File: config.mk
export PLATFORM = sky130hd
export DESIGN_NAME = ple_cell
export DESIGN_NICKNAME = d
export VERILOG_FILES = /design/src/rtl/ple_pkg.sv /design/src/rtl/ple_cell.sv
export SDC_FILE = /design/constraint.sdc
export NUM_CORES = 1
export LEC_CHECK = 0
export BUFFER_PORTS_ARGS = -buffer_cell sky130_fd_sc_hd__buf_2
export CAP_MARGIN = 15
export CORE_MARGIN = 3
export CORE_UTILIZATION = 42
export CTS_CLUSTER_SIZE = 16
export DETAILED_ROUTE_END_ITERATION = 12
export PLACE_DENSITY = 0.82
export SLEW_MARGIN = 20
export SYNTH_ARGS = -nofsm -noshare
export SYNTH_HDL_FRONTEND = slang
export SYNTH_SLANG_ARGS = --single-unit
export TNS_END_PERCENT = 1
File: constraint.sdc
create_clock -name clk_i -period 2.1 [get_ports clk_i]
set_clock_uncertainty 0.15 [all_clocks]
set_input_delay 0 -clock clk_i [delete_from_list [all_inputs] [get_ports clk_i]]
set_output_delay 0 -clock clk_i [all_outputs]
set_load 0.01 [all_outputs]
File: src/rtl/ple_pkg.sv
// ----------------------------------------------------------------------------
// ple_pkg
// Shared codes and types of the positional list engine: command and status
// codes, fixed field widths and the per-cell control word.
// ----------------------------------------------------------------------------
package ple_pkg;

  localparam int CMD_W    = 4;
  localparam int VALUE_W  = 32;
  localparam int POS_W    = 8;
  localparam int STATUS_W = 3;
  localparam int FPOS_W   = 7;
  localparam int COUNT_W  = 7;

  typedef enum logic [CMD_W-1:0] {
    CMD_PUSH_FRONT = 4'd0,
    CMD_POP_FRONT  = 4'd1,
    CMD_PUSH_BACK  = 4'd2,
    CMD_POP_BACK   = 4'd3,
    CMD_INSERT_AT  = 4'd4,
    CMD_DELETE_AT  = 4'd5,
    CMD_REWRITE_AT = 4'd6,
    CMD_FIND       = 4'd7,
    CMD_CLEAR      = 4'd8
  } cmd_e;

  typedef enum logic [STATUS_W-1:0] {
    ST_OK       = 3'd0,
    ST_EMPTY    = 3'd1,
    ST_RANGE    = 3'd2,
    ST_FULL     = 3'd3,
    ST_NOTFOUND = 3'd4
  } status_e;

  typedef struct packed {
    logic take_new;
    logic take_left;
    logic take_right;
  } cell_ctl_t;

endpackage

File: src/rtl/ple_cell.sv
// ----------------------------------------------------------------------------
// ple_cell
// One list slot: holds an entry, loads new data or a neighbor's entry and
// compares its entry against the search key.
// ----------------------------------------------------------------------------
module ple_cell #(
  parameter int DATA_WIDTH = 32
) (
  input  logic                  clk_i,
  input  ple_pkg::cell_ctl_t    ctl_i,
  input  logic [DATA_WIDTH-1:0] value_i,
  input  logic [DATA_WIDTH-1:0] left_i,
  input  logic [DATA_WIDTH-1:0] right_i,
  output logic [DATA_WIDTH-1:0] data_o,
  output logic                  hit_o
);

  logic [DATA_WIDTH-1:0] data_q, data_d;

  always_comb begin
    priority if (ctl_i.take_new) begin
      data_d = value_i;
    end else if (ctl_i.take_left) begin
      data_d = left_i;
    end else if (ctl_i.take_right) begin
      data_d = right_i;
    end else begin
      data_d = data_q;
    end
  end

  always_ff @(posedge clk_i) begin
    data_q <= data_d;
  end

  assign data_o = data_q;
  assign hit_o  = (data_q == value_i);

endmodule

# After elaboration in Yosys (flattened, before gate mapping)
# Cells that the tools add are included.
# totals
register_bits,32
inputBits,100
# classes
eq_ne,1
n_mux,3
n_reduce_logical,1
# ops
op,n
2-to-1 mux 32 bit,3
equality test 32 bit,1
nonzero test 3 bit,1

# Logic depth before layout (Yosys ltp)
# depth
word_depth,3
depth_mapped,4

# Least setup slack after synthesis
# Ideal clock, no wire load.
# synth_path
path_kind,input to register
from,input port ctl_i[1] in the netlist's numbering
to,"register data_q[0], in the netlist data_o[0], enable pin"
arrival_ns,0.914
slack_ns,0.622
path_stages,2
path_cell_list,buf_4 -> or3_1
# synth_between
elab_chain_len,1
# synth_lines
item,line_no,text
from (decl),ple_cell.sv:10,"input ple_pkg::cell_ctl_t ctl_i,"
nonzero test 3 bit (no line),--,
to (signal assigned),ple_cell.sv:33,data_q <= data_d;
to (decl),ple_cell.sv:18,"logic [DATA_WIDTH-1:0] data_q, data_d;"
# No other way between the ends.
# A chain may end at the register's enable or synchronous reset.

# Worst setup path after layout
# layout_path
from,"register data_q[12], in the netlist data_o[12]"
to,output port hit_o
# layout_between
elab_chain_len,1
# layout_lines
item,line_no,text
equality test 32 bit,ple_cell.sv:37,assign hit_o = (data_q == value_i);
to (decl),ple_cell.sv:15,output logic hit_o
# No other way between the ends.

==> impl_metrics.yaml <==
outcome:
  status: "finished with violations"
  violations: "negative hold slack"
floorplan:
  num_io_pins: 133
  coreArea_um2: 4440
  chipHeight_um: 74.7
  die_area_um2: 5590
  initial_core_util: 0.447
  dieWidth_um: 74.7
  num_rows: 24
worst_setup_path:
  cp-end-kind: "output pin"
  crit_arrival_ns: 1.71
  cp_slowest_cell: "nor4_1"
  worstSetupPathType: "flop to output pin"
  start_kind: "flop"
  cp.required_ns: 1.95
  cpPeakStageDelay_ns: 0.42
  crit_family: "simple AND/OR/NAND/NOR gates"
  cp.buffers_inverters: 1
  critical_path.cell_chain: "xor2_1 -> nor4_1 -> nand4_1 -> nor2_1 -> buf_2"
  path_max_fanout: 2
power_and_ir_drop:
  p_leak_nw: 1.65
  ir_drop_mv: 0.367
  p_per_area_nw_per_um2: 542
finish:
  final_cell_area_um2: 3380
  largest_register_ffs: 32
  syn_to_final_growth_pct: 70.4
  final_core_util: 0.761
  fin_nets: 478
  diodes: 0
  drive_above_1_share: 0.380
drt:
  vias_per_cell: 4.86
  num_vias: 2096
  wl_per_cell_um: 14.8
  wirelength_mm: 6.37
  first_iter_violations: 71
  drtPass1Iterations: 4
  drt_drc_violations_left: 0
  ant_nets: 0
grt:
  grt_usage: 0.228
  grt_pass1_wl_mm: 9.50
  grt_pass1_vias: 2127
  grt-ovfl-total: 0
  grt_antenna_before_repair: 0
  grt_max_degree: 38
timing:
  slew_viol_final: 0
  slew_headroom: 0.722
  rsz0062_at_grt: "no"
  finalHoldViolCount: 1
  finalSetupTns_ns: 0
  worst_hold_slack_ns: -0.00681
  setup_violations: 0
  worstMarginPinSlew_ns: 0.413
  fmax_mhz: 539
  period_needed_ns: 1.86
  fin_crit_sh: 0.883
cts:
  numClockSinks: 32
  clk_pin_slew_ns: 0.07
  numCtsBuffers: 5
  htreeDepth: 2
  cts_root_buf: "clkbuf_8"
  cts_tree: "done"
  clockBufferDepth: 2
synth:
  ys_warn_count: 0
  netlist_instances: 183
  synth.cell_area_um2: 1980
  synth_seq_cells: 32
  synth_top_area_frac: 0.484
  synth_area_per_cell_um2: 10.8
  synth_nets: 283
  seq_area_frac_synth: 0.484
  synth_edf_count: 32
  ys_types: 13
  synthFlopType: "edfxtp_1"
  async_flop_share: 0
  yosys-top-cells-area: "edfxtp_1 (48%), mux2i_1 (16%), xor2_1 (14%)"
  yosysTopAreaCell: "edfxtp_1"
  synth.cells.most_frequent: "edfxtp_1 (32), mux2i_1 (32), nand2_1 (32), o21ai_0 (32), xor2_1 (32)"
worst_hold_path:
  holdCritPathClass: "input pin to flop"
job:
  cap_violations: 0
placement:
  placed_cell_area_um2: 2680
  gp_congestion: 0.755
  dpl.hpwl_mm: 4.31
  portBuffers: 132
==> kinds of logic (layout without fill, tap and decap cells) <==
group | after synthesis | after routing | share of synthesized area
AO/OA/AOI/OAI | 32 | 32 | 0.0807
buffers and inverters | 11 | 207 | 0.0353
AND/OR/NAND/NOR | 44 | 44 | 0.0971
multiplexers | 32 | 32 | 0.161
XOR/XNOR | 32 | 32 | 0.141
flip-flops | 32 | 32 | 0.484
==> metrics by stage <==
| step | instances | setup slack [ns] | power (mW) | hold slack (ns) |
|---|---|---|---|---|
| 6_report | 431 | 0.245 | 1.83 | -0.00681 |
| 5_1_grt | 431 | 0.136 | 1.93 | 0.0145 |
| 4_1_cts | 431 | 0.214 | 1.84 | 0.00244 |
| 3_5_place_dp | 361 | 0.539 | 1.28 | 0.162 |
| 3_3_place_gp | 361 | 0.532 | 1.26 | 0.156 |
| 2_1_floorplan | 183 | 0.622 | 1.06 | 0.0371 |
==> placed cells by master (no fill, tap or decap), drive strengths merged <==
cell	count
buf	137
dlygate4sd3	62
mux2i	32
nand2	32
o21ai	32
xor2	32
edfxtp	32
nor4	8
clkbuf	5
clkinv	3
nand4	2
or3	1
nor2	1
==> tightest hold or removal path, delay by kind of cell <==
kind,cells,cell delay (ns)
compound gates,1,0.18
mux,1,0.05
buf+inv,1,0.08
==> area by class of cell <==
type / count / area [um^2]
timing repair buffer: 199 / 1320
fill: 327 / 1060
sequential: 32 / 961
multi-input combinational: 140 / 953
clock buffer: 5 / 68.8
tap: 52 / 65.1
clock inverter: 3 / 13.8
==> metal layers <==
layer	share of wire	global-route usage	up-vias
met5	0	0	-
met4	0.020	0.0731	0
met3	0.063	0.0481	10
met2	0.54	0.432	92
met1	0.37	0.251	944
li1	-	-	1050
==> path summary, 6_finish.rpt <==
| kind | start | endpoint | slack [ns] | cells past startpoint |
|---|---|---|---|---|
| min | right_i[14] | data_o[14] | -0.007 | 3 |
| max | data_o[12] | hit_o | 0.24 | 5 |
==> where the power goes <==
part | total [mW] | leakage [nW] | internal (mW) | switching (mW)
sequential | 0.839 | 0.338 | 0.792 | 0.0478
combinational | 0.548 | 1.27 | 0.305 | 0.243
clock | 0.447 | 0.0453 | 0.225 | 0.222
total | 1.83 | 1.65 | 1.32 | 0.513
==> what timing repair did <==
item,4_1_cts,5_1_grt
resized for setup,0,0
hold buffers,62,0
setup buffers,0,0
hold endpoints to repair,32,0
No activity file was read; power rests on OpenSTA's default activity.
